`config.mk`:
```
export PLATFORM = sky130hd
export DESIGN_NAME = websocket_frame_deframer_top_flat
export DESIGN_NICKNAME = d
export VERILOG_FILES = /design/src/rtl/wsd_pkg.sv /design/src/rtl/wsd_if.sv /design/src/rtl/wsd_core.sv /design/src/rtl/wsd_out_stage.sv /design/src/rtl/websocket_frame_deframer_top.sv /design/src/flat_wrapper.sv
export SDC_FILE = /design/constraint.sdc
export NUM_CORES = 1
export LEC_CHECK = 0
export ABC_AREA = 1
export BUFFER_PORTS_ARGS = -buffer_cell sky130_fd_sc_hd__buf_2
export CAP_MARGIN = 40
export CORE_MARGIN = 3
export CORE_UTILIZATION = 62
export CTS_CLUSTER_DIAMETER = 150
export DETAILED_ROUTE_END_ITERATION = 12
export PLACE_DENSITY = 0.82
export RECOVER_POWER = 25
export SYNTH_ARGS = -nofsm -noshare
export SYNTH_HDL_FRONTEND = slang
export SYNTH_SLANG_ARGS = --single-unit
export TNS_END_PERCENT = 5
```
`constraint.sdc`:
```
create_clock -name i_clk -period 5.1 [get_ports i_clk]
set_clock_uncertainty 0.05 [all_clocks]
set_input_delay 0.255 -clock i_clk [delete_from_list [all_inputs] [get_ports i_clk]]
set_output_delay 0.255 -clock i_clk [all_outputs]
set_load 0.05 [all_outputs]
```
`src/rtl/wsd_pkg.sv`:
```
// Package for the WebSocket frame deframer: result type, header constants,
// status codes and the header-length helper. No dependencies.
package wsd_pkg;

    // Default width of the payload length counter
    localparam int DEF_LENGTH_BITS = 64;
    // Width of the payload_length result field
    localparam int PAY_LEN_W       = 64;

    // Header layout
    localparam logic [6:0] LEN7_EXT16 = 7'd126;
    localparam logic [6:0] LEN7_EXT64 = 7'd127;
    localparam logic [3:0] HDR_BASE   = 4'd2;
    localparam logic [3:0] EXT16_LEN  = 4'd2;
    localparam logic [3:0] EXT64_LEN  = 4'd8;
    localparam logic [3:0] KEY_LEN    = 4'd4;

    // Frame status codes
    localparam logic [1:0] STATUS_OK       = 2'd0;
    localparam logic [1:0] STATUS_SHORT    = 2'd1;
    localparam logic [1:0] STATUS_MISMATCH = 2'd2;

    // One result beat
    typedef struct packed {
        logic [7:0]           out_byte;
        logic                 has_data;
        logic                 frame_end;
        logic [1:0]           status;
        logic                 fin_bit;
        logic [2:0]           rsv_bits;
        logic [3:0]           opcode_val;
        logic                 masked_flag;
        logic [PAY_LEN_W-1:0] payload_length;
    } t_result;

    // Number of extended length bytes selected by the 7-bit length
    function automatic logic [3:0] ext_len(input logic [7:0] shb);
        logic [3:0] n;
        n = 4'd0;
        if (shb[6:0] == LEN7_EXT16) n = EXT16_LEN;
        if (shb[6:0] == LEN7_EXT64) n = EXT64_LEN;
        return n;
    endfunction

    // Total header bytes needed, given what has been received so far
    function automatic logic [3:0] hdr_need(input logic [3:0] pos, input logic [7:0] shb);
        logic [3:0] n;
        if (pos < HDR_BASE) begin
            n = HDR_BASE;
        end else begin
            n = HDR_BASE + ext_len(shb) + (shb[7] ? KEY_LEN : 4'd0);
        end
        return n;
    endfunction

endpackage

```
`src/rtl/wsd_if.sv`:
```
// Valid/ready channel interfaces for the deframer: raw byte beats in,
// result beats out. Depends on wsd_pkg.
interface wsd_in_if import wsd_pkg::*; ();
    logic       valid;
    logic       ready;
    logic [7:0] in_byte;
    logic       end_of_buffer;

    modport source (output valid, output in_byte, output end_of_buffer, input ready);
    modport sink   (input valid, input in_byte, input end_of_buffer, output ready);
endinterface

interface wsd_out_if import wsd_pkg::*; ();
    logic                 valid;
    logic                 ready;
    logic [7:0]           out_byte;
    logic                 has_data;
    logic                 frame_end;
    logic [1:0]           status;
    logic                 fin_bit;
    logic [2:0]           rsv_bits;
    logic [3:0]           opcode_val;
    logic                 masked_flag;
    logic [PAY_LEN_W-1:0] payload_length;

    modport source (output valid, output out_byte, output has_data, output frame_end,
                    output status, output fin_bit, output rsv_bits, output opcode_val,
                    output masked_flag, output payload_length, input ready);
    modport sink   (input valid, input out_byte, input has_data, input frame_end,
                    input status, input fin_bit, input rsv_bits, input opcode_val,
                    input masked_flag, input payload_length, output ready);
endinterface

```
`src/rtl/wsd_core.sv`:
```
// Frame state and per-beat parse logic: header capture, payload unmask,
// length accounting and end-of-frame status. Depends on wsd_pkg.
module wsd_core import wsd_pkg::*; #(
    parameter int LENGTH_BITS = DEF_LENGTH_BITS
) (
    input  logic       i_clk,
    input  logic       i_rst_n,
    input  logic       i_en,
    input  logic [7:0] i_byte,
    input  logic       i_last,
    input  logic       i_unmask_on,
    output logic       o_res_valid,
    output t_result    o_res
);

    // Frame state
    logic [3:0]             r_hp,   n_hp;
    logic [7:0]             r_fhb,  n_fhb;
    logic [7:0]             r_shb,  n_shb;
    logic [63:0]            r_decl, n_decl;
    logic [31:0]            r_key,  n_key;
    logic [LENGTH_BITS-1:0] r_pc,   n_pc;
    logic                   r_ovr,  n_ovr;

    logic                   in_hdr;
    logic                   data;
    logic [7:0]             ob;
    logic [7:0]             key_b;
    logic [LENGTH_BITS-1:0] eff_cur;
    logic [LENGTH_BITS-1:0] eff_nxt;

    // Declared length saturated to the counter width
    function automatic logic [LENGTH_BITS-1:0] eff_len(input logic [63:0] d);
        logic [LENGTH_BITS-1:0] e;
        if ((d >> LENGTH_BITS) != 64'd0) e = '1;
        else                             e = d[LENGTH_BITS-1:0];
        return e;
    endfunction

    assign eff_cur = eff_len(r_decl);
    assign in_hdr  = r_hp < hdr_need(r_hp, r_shb);

    // Key byte for this payload index, byte 0 most significant
    always_comb begin
        case (r_pc[1:0])
            2'd0:    key_b = r_key[31:24];
            2'd1:    key_b = r_key[23:16];
            2'd2:    key_b = r_key[15:8];
            default: key_b = r_key[7:0];
        endcase
    end

    // Next state for this beat
    always_comb begin
        n_hp   = r_hp;
        n_fhb  = r_fhb;
        n_shb  = r_shb;
        n_decl = r_decl;
        n_key  = r_key;
        n_pc   = r_pc;
        n_ovr  = r_ovr;
        data   = 1'b0;
        ob     = 8'd0;
        if (in_hdr) begin
            if (r_hp == 4'd0) begin
                n_fhb = i_byte;
            end else if (r_hp == 4'd1) begin
                n_shb  = i_byte;
                n_decl = (i_byte[6:0] < LEN7_EXT16) ? {57'd0, i_byte[6:0]} : 64'd0;
            end else if (r_hp < HDR_BASE + ext_len(r_shb)) begin
                n_decl = {r_decl[55:0], i_byte};
            end else begin
                n_key = {r_key[23:0], i_byte};
            end
            n_hp = r_hp + 4'd1;
        end else if (r_pc < eff_cur) begin
            data = 1'b1;
            ob   = (r_shb[7] && i_unmask_on) ? (i_byte ^ key_b) : i_byte;
            n_pc = r_pc + LENGTH_BITS'(1);
        end else begin
            n_ovr = 1'b1;
        end
    end

    assign eff_nxt = eff_len(n_decl);

    // Result beat, built from the updated state
    always_comb begin
        o_res          = '0;
        o_res.out_byte = ob;
        o_res.has_data = data;
        if (i_last) begin
            o_res.frame_end = 1'b1;
            if (n_hp < hdr_need(n_hp, n_shb))       o_res.status = STATUS_SHORT;
            else if (n_ovr || (n_pc != eff_nxt))    o_res.status = STATUS_MISMATCH;
            else                                    o_res.status = STATUS_OK;
            o_res.fin_bit        = n_fhb[7];
            o_res.rsv_bits       = n_fhb[6:4];
            o_res.opcode_val     = n_fhb[3:0];
            o_res.masked_flag    = n_shb[7];
            o_res.payload_length = PAY_LEN_W'(eff_nxt);
        end
    end

    assign o_res_valid = i_en && (data || i_last);

    // State registers; the last beat of a buffer clears the frame
    always_ff @(posedge i_clk) begin
        if (!i_rst_n || (i_en && i_last)) begin
            r_hp   <= '0;
            r_fhb  <= '0;
            r_shb  <= '0;
            r_decl <= '0;
            r_key  <= '0;
            r_pc   <= '0;
            r_ovr  <= 1'b0;
        end else if (i_en) begin
            r_hp   <= n_hp;
            r_fhb  <= n_fhb;
            r_shb  <= n_shb;
            r_decl <= n_decl;
            r_key  <= n_key;
            r_pc   <= n_pc;
            r_ovr  <= n_ovr;
        end
    end

endmodule

```
`src/rtl/wsd_out_stage.sv`:
```
// Result register driving the output channel; takes a new beat whenever it
// is empty or its beat is being taken. Depends on wsd_pkg and wsd_if.
module wsd_out_stage import wsd_pkg::*; (
    input  logic      i_clk,
    input  logic      i_rst_n,
    input  logic      i_load,
    input  t_result   i_res,
    output logic      o_free,
    wsd_out_if.source o_out
);

    logic    r_valid;
    logic    n_valid;
    t_result r_res;

    assign o_free = !r_valid || o_out.ready;

    // Valid flag
    always_comb begin
        n_valid = r_valid;
        if (i_load)           n_valid = 1'b1;
        else if (o_out.ready) n_valid = 1'b0;
    end

    always_ff @(posedge i_clk) begin
        if (!i_rst_n) begin
            r_valid <= 1'b0;
        end else begin
            r_valid <= n_valid;
        end
    end

    // Payload
    always_ff @(posedge i_clk) begin
        if (i_load) begin
            r_res <= i_res;
        end
    end

    assign o_out.valid          = r_valid;
    assign o_out.out_byte       = r_res.out_byte;
    assign o_out.has_data       = r_res.has_data;
    assign o_out.frame_end      = r_res.frame_end;
    assign o_out.status         = r_res.status;
    assign o_out.fin_bit        = r_res.fin_bit;
    assign o_out.rsv_bits       = r_res.rsv_bits;
    assign o_out.opcode_val     = r_res.opcode_val;
    assign o_out.masked_flag    = r_res.masked_flag;
    assign o_out.payload_length = r_res.payload_length;

endmodule

```
`src/rtl/websocket_frame_deframer_top.sv`:
```
// WebSocket frame deframer, top level. A byte beat is registered, parsed
// combinationally against the frame state, and its result (if any) lands in
// the output register. Throughput one byte per cycle unless the output stalls.
// Synchronous active-low reset clears the frame state and turns unmasking on.
// Depends on wsd_pkg, wsd_if, wsd_core, wsd_out_stage.
module websocket_frame_deframer_top import wsd_pkg::*; #(
    parameter int LENGTH_BITS = DEF_LENGTH_BITS
) (
    input  logic      i_clk,
    input  logic      i_rst_n,
    input  logic      i_cfg_wr_en,
    input  logic      i_cfg_wr_data,
    wsd_in_if.sink    i_in,
    wsd_out_if.source o_out
);

    logic       r_unmask_on;
    logic       r_s1_valid;
    logic [7:0] r_s1_byte;
    logic       r_s1_last;

    logic       out_free;
    logic       s1_go;
    logic       res_valid;
    t_result    res;

    // Config register
    always_ff @(posedge i_clk) begin
        if (!i_rst_n) begin
            r_unmask_on <= 1'b1;
        end else if (i_cfg_wr_en) begin
            r_unmask_on <= i_cfg_wr_data;
        end
    end

    // Input register
    assign s1_go      = r_s1_valid && out_free;
    assign i_in.ready = !r_s1_valid || s1_go;

    always_ff @(posedge i_clk) begin
        if (!i_rst_n) begin
            r_s1_valid <= 1'b0;
        end else if (i_in.ready) begin
            r_s1_valid <= i_in.valid;
        end
    end

    always_ff @(posedge i_clk) begin
        if (i_in.valid && i_in.ready) begin
            r_s1_byte <= i_in.in_byte;
            r_s1_last <= i_in.end_of_buffer;
        end
    end

    // Parse
    wsd_core #(
        .LENGTH_BITS (LENGTH_BITS)
    ) u_core (
        .i_clk       (i_clk),
        .i_rst_n     (i_rst_n),
        .i_en        (s1_go),
        .i_byte      (r_s1_byte),
        .i_last      (r_s1_last),
        .i_unmask_on (r_unmask_on),
        .o_res_valid (res_valid),
        .o_res       (res)
    );

    // Result register
    wsd_out_stage u_out (
        .i_clk   (i_clk),
        .i_rst_n (i_rst_n),
        .i_load  (res_valid),
        .i_res   (res),
        .o_free  (out_free),
        .o_out   (o_out)
    );

endmodule

```
`src/flat_wrapper.sv`:
```
// flat-port wrapper written by rule: the top's interface ports become plain ports
module websocket_frame_deframer_top_flat import wsd_pkg::*;
#(
    parameter int LENGTH_BITS = DEF_LENGTH_BITS
)
  (i_clk, i_rst_n, i_cfg_wr_en, i_cfg_wr_data, i_in_valid, i_in_in_byte, i_in_end_of_buffer, i_in_ready, o_out_valid, o_out_out_byte, o_out_has_data, o_out_frame_end, o_out_status, o_out_fin_bit, o_out_rsv_bits, o_out_opcode_val, o_out_masked_flag, o_out_payload_length, o_out_ready);
  wsd_in_if i_in_i ();
  wsd_out_if o_out_i ();
  input  logic i_clk;
  input  logic i_rst_n;
  input  logic i_cfg_wr_en;
  input  logic i_cfg_wr_data;
  input wire logic [$bits(i_in_i.valid)-1:0] i_in_valid;
  input wire logic [$bits(i_in_i.in_byte)-1:0] i_in_in_byte;
  input wire logic [$bits(i_in_i.end_of_buffer)-1:0] i_in_end_of_buffer;
  output wire logic [$bits(i_in_i.ready)-1:0] i_in_ready;
  output wire logic [$bits(o_out_i.valid)-1:0] o_out_valid;
  output wire logic [$bits(o_out_i.out_byte)-1:0] o_out_out_byte;
  output wire logic [$bits(o_out_i.has_data)-1:0] o_out_has_data;
  output wire logic [$bits(o_out_i.frame_end)-1:0] o_out_frame_end;
  output wire logic [$bits(o_out_i.status)-1:0] o_out_status;
  output wire logic [$bits(o_out_i.fin_bit)-1:0] o_out_fin_bit;
  output wire logic [$bits(o_out_i.rsv_bits)-1:0] o_out_rsv_bits;
  output wire logic [$bits(o_out_i.opcode_val)-1:0] o_out_opcode_val;
  output wire logic [$bits(o_out_i.masked_flag)-1:0] o_out_masked_flag;
  output wire logic [$bits(o_out_i.payload_length)-1:0] o_out_payload_length;
  input wire logic [$bits(o_out_i.ready)-1:0] o_out_ready;
  assign i_in_i.valid = i_in_valid;
  assign i_in_i.in_byte = i_in_in_byte;
  assign i_in_i.end_of_buffer = i_in_end_of_buffer;
  assign i_in_ready = i_in_i.ready;
  assign o_out_valid = o_out_i.valid;
  assign o_out_out_byte = o_out_i.out_byte;
  assign o_out_has_data = o_out_i.has_data;
  assign o_out_frame_end = o_out_i.frame_end;
  assign o_out_status = o_out_i.status;
  assign o_out_fin_bit = o_out_i.fin_bit;
  assign o_out_rsv_bits = o_out_i.rsv_bits;
  assign o_out_opcode_val = o_out_i.opcode_val;
  assign o_out_masked_flag = o_out_i.masked_flag;
  assign o_out_payload_length = o_out_i.payload_length;
  assign o_out_i.ready = o_out_ready;
  websocket_frame_deframer_top #(.LENGTH_BITS(LENGTH_BITS)) u_core (.i_clk(i_clk), .i_rst_n(i_rst_n), .i_cfg_wr_en(i_cfg_wr_en), .i_cfg_wr_data(i_cfg_wr_data), .i_in(i_in_i), .o_out(o_out_i));
endmodule
```
==> run_results.csv <==
group,metric,value,unit
clock_tree,cts_root_buffer,"clkbuf_16",
routing,drt_iter0_drc,1905,
sta,finalCritPeriodShare,89.80,%
worst_setup_path,reg2reg_from,"u_core.u_core.r_shb[3]",
synth,yosysSeqAreaShare,38.19,%
sta,worst_slack,520.0,ps
global_route,grt_usage,33.93,%
power_and_ir_drop,seq_power_share,40.2,%
placed_design,numPortBuffers,101,
placed_design,dp_hpwl,35.41,mm
floorplan,ios,102,
routing,wl_met2,23.38,mm
placed_design,dp.cells,2831,
worst_setup_path,ff2ff_setup_slack,520,ps
synth,ys_seq_elements,278,
floorplan,die_h,171.8,um
final_layout,layout-drive-gt1-share,5.703,%
worst_setup_path,crit_arrival,4860,ps
global_route,gr-total-overflow,0,
placed_design,place_worst_setup_slack,607.5,ps
floorplan,die-area,29500,um^2
worst_setup_path,criticalPathCategory,"reg -> reg",
clock_tree,clkTransAtPathRegs,70,ps
power_and_ir_drop,power.internal,4.204,mW
final_layout,layout.nets,2629,
sta,hold_ws,108.3,ps
global_route,grt_max_degree,104,
floorplan,initial_utilization,63.21,%
sta,setup_viol,0,
power_and_ir_drop,power_frac_clock,34.7,%
synth,yosysUniqueCellTypes,53,
clock_tree,clock-sinks,278,
sta,grt_setup_unrepaired,"no",
routing,met3_wirelength,4.460,mm
synth,netlist_area,17040,um^2
final_layout,diodes,0,
worst_setup_path,ff2ff_path_depth,20,
global_route,grt_pass1_vias,15860,
power_and_ir_drop,power_frac_comb,25.1,%
power_and_ir_drop,ir_worst_vdd,0.2562,mV
job,drv_cap,0,
min_path,hold_path_class,"in -> reg",
sta,finalHoldViolations,0,
final_layout,instances_no_fill,2901,
floorplan,core,26950,um^2
routing,highest_layer,"met4",
worst_setup_path,path_max_fanout,42,
synth,synth-edff-count,94,
routing,final_antenna_net_count,0,
synth,synthArstFlopShare,0,%
routing,wl_per_cell,17.39,um
sta,tns,0,ps
clock_tree,cts_buffers,30,
synth,synthFlopType,"dfxtp_1",
synth,synth_area_leader_cell,"dfxtp_1",
min_path,whs_endpoint,"u_core.u_out.o_out.valid",
synth,syn_avg_cell_area,6.883,um^2
synth,syn-instance-count,2475,
global_route,antenna_found_initial,0,
clock_tree,insertion_delay,570,ps
clock_tree,clockBufferDepth,3,
clock_tree,cts_tree,"built",
synth,yosys.area.top_type_share,21.62,%
final_layout,layout_common_cells,"514 x nand2_1, 353 x inv_1, 283 x o21ai_0",
power_and_ir_drop,power.total,6.419,mW
power_and_ir_drop,p_switching,2.215,mW
routing,wl_met1,20.67,mm
synth,yosysWarnings,0,
sta,maxSlewHeadroom,1.962,%
sta,fmax,218.3,MHz
min_path,hold-path-cell-count,6,
min_path,holdCritStartpoint,"o_out_ready",
routing,drt_drc_violations_left,0,
power_and_ir_drop,p_per_area,342.4,nW/um^2
worst_setup_path,cp.required,5380,ps
global_route,grt_pass1_wl,81.03,mm
sta,worst_pin_slew,1463,ps
synth,syn_nets,2568,
sta,report.final.slew_viol_count,0,
routing,routed_wl,50.46,mm
clock_tree,cts_max_level,1,
routing,via_per_inst,5.808,
clock_tree,cts_setup_buffers,0,
power_and_ir_drop,switching_share,34.51,%
placed_design,place_congestion,1.006,
routing,num_vias,16850,
routing,first_pass_iters,6,
final_layout,final_common_cell,"nand2_1",
floorplan,die_w,171.8,um
worst_setup_path,end_kind,"flop",
sta,fin_crit,4580,ps
power_and_ir_drop,leakage,8.241,nW
floorplan,placementRows,60,
final_layout,syn2layout_area_growth,10.02,%
synth,yosys-top-cells-area,"dfxtp_1 22%, edfxtp_1 17%, nand2_1 11%, o21ai_0 8.3%, inv_1 7.8%",
worst_setup_path,r2r_end,"u_core.u_out.o_out.status[1]",
run_status,status,"completed",
worst_setup_path,cp-start-kind,"flop",
-- flip-flops by register name, indices dropped and copies added (netlist names) --
| name | cells |
|---|---|
| u_core.u_out.o_out.valid | 1 |
| u_core.u_out.o_out.payload_length | 64 |
| u_core.u_out.o_out.masked_flag | 1 |
| u_core.u_out.o_out.opcode_val | 4 |
| u_core.r_s1_byte | 8 |
| u_core.u_core.r_pc | 64 |
| u_core.u_core.eff_cur | 64 |
| u_core.u_out.o_out.out_byte | 8 |
| u_core.u_core.r_shb | 8 |
| u_core.r_unmask_on | 1 |
| u_core.u_core.r_hp | 4 |
| u_core.u_core.r_ovr | 1 |
| u_core.r_s1_valid | 1 |
| u_core.u_out.o_out.frame_end | 1 |
| u_core.u_out.o_out.status | 2 |
| u_core.u_core.r_fhb | 8 |
| u_core.u_core.r_key | 32 |
| u_core.r_s1_last | 1 |
| u_core.u_out.o_out.fin_bit | 1 |
| u_core.u_out.o_out.has_data | 1 |
| u_core.u_out.o_out.rsv_bits | 3 |
-- per-stage QoR --
| step | utilization (%) | area, um^2 |
|---|---|---|
| 2_1_floorplan | - | 17040 |
| 3_3_place_gp | 65.53 | 17660 |
| 3_5_place_dp | 65.74 | 17720 |
| 4_1_cts | 69.96 | 18860 |
| 5_1_grt | 69.55 | 18740 |
| 6_report | 69.55 | 18740 |
-- worst max-delay path by stage --
stage	startpoint	cells past startpoint	to
floorplan	u_core.u_core.r_shb[5]	14	u_core.u_out.o_out.fin_bit
global placement	u_core.u_core.r_shb[5]	21	u_core.u_out.o_out.status[1]
detailed placement	u_core.u_core.r_shb[3]	20	u_core.u_out.o_out.status[1]
CTS	u_core.u_core.r_shb[3]	21	u_core.u_out.o_out.status[1]
global route	u_core.u_core.r_shb[2]	22	u_core.u_out.o_out.status[1]
finish	u_core.u_core.r_shb[3]	20	u_core.u_out.o_out.status[1]
-- worst max-delay path: stages, from the launching register on --
cell	delay (ps)
dfxtp_1	350
nand2_1	110
nor4_1	430
xor2_1	200
nand2_1	70
ha_1	290
a21oi_1	300
nand2_4	300
nor2_2	210
inv_2	90
nor2_4	290
buf_12	290
o21ai_0	200
nand2_1	110
nand2_1	60
nor2_1	140
nand2_1	100
nor2_1	330
nand3_1	210
nor2_2	130
a21oi_2	60
-- layout make-up --
| class | instances | area [um^2] |
|---|---|---|
| Tap cell | 341 | 426.7 |
| Multi-Input combinational cell | 1722 | 8650 |
| Clock inverter | 11 | 110.1 |
| Clock buffer | 45 | 888.4 |
| Timing Repair Buffer | 135 | 762.0 |
| Fill cell | 2306 | 8207 |
| Inverter | 369 | 1401 |
| Sequential cell | 278 | 6506 |
-- per-layer routing --
layer	GRT usage, %	vias to the layer above
met1	44.76	7696
met4	12.98	0
met2	56.21	768
li1	-	8248
met3	5.585	138
met5	0	-
-- synth_stat cells (3+ instances only) --
cell type and count:
a21o_1 4, inv_2 11, nand2_2 8, ha_1 78
inv_1 355, nor3_2 4, edfxtp_1 94, buf_6 4
a211oi_1 3, o211ai_1 4, o21ai_1 47, a21oi_1 208
nor2_2 19, nand3_1 151, nand2_1 517, nor2_1 253
nand3_2 4, buf_2 20, clkbuf_1 70, nand3b_1 19
nor4_1 4, nor3_1 32, nand4_1 43, o22ai_1 6
o21ai_0 283, xor2_1 10, buf_4 7, dfxtp_1 184
-- power by group through the flow --
stage	clock network [mW]	registers, mW	logic [mW]
6_report	2.22	2.58	1.61
5_1_grt	2.32	2.60	1.80
4_1_cts	2.23	2.57	1.59
3_5_place_dp	0	2.62	1.57
3_3_place_gp	0	2.62	1.52
2_1_floorplan	0	2.73	1.05
-- logic make-up after synthesis --
family                   Yosys count  synth area share [%]
AO/OA/AOI/OAI                    564                 16.91
XOR/XNOR                          11                0.5655
adder cells (fa/ha/maj)           78                 5.729
buffers and inverters            475                 11.18
flip-flops                       278                 38.19
AND/OR/NAND/NOR                 1069                 27.42
-- timing repair --
action / 4_1_cts / 5_1_grt
gates resized for setup: 0 / 0
endpoints found under the hold margin: 12 / 0
hold buffers: 14 / 0
Note: power is estimated with default switching activity, not from simulation.
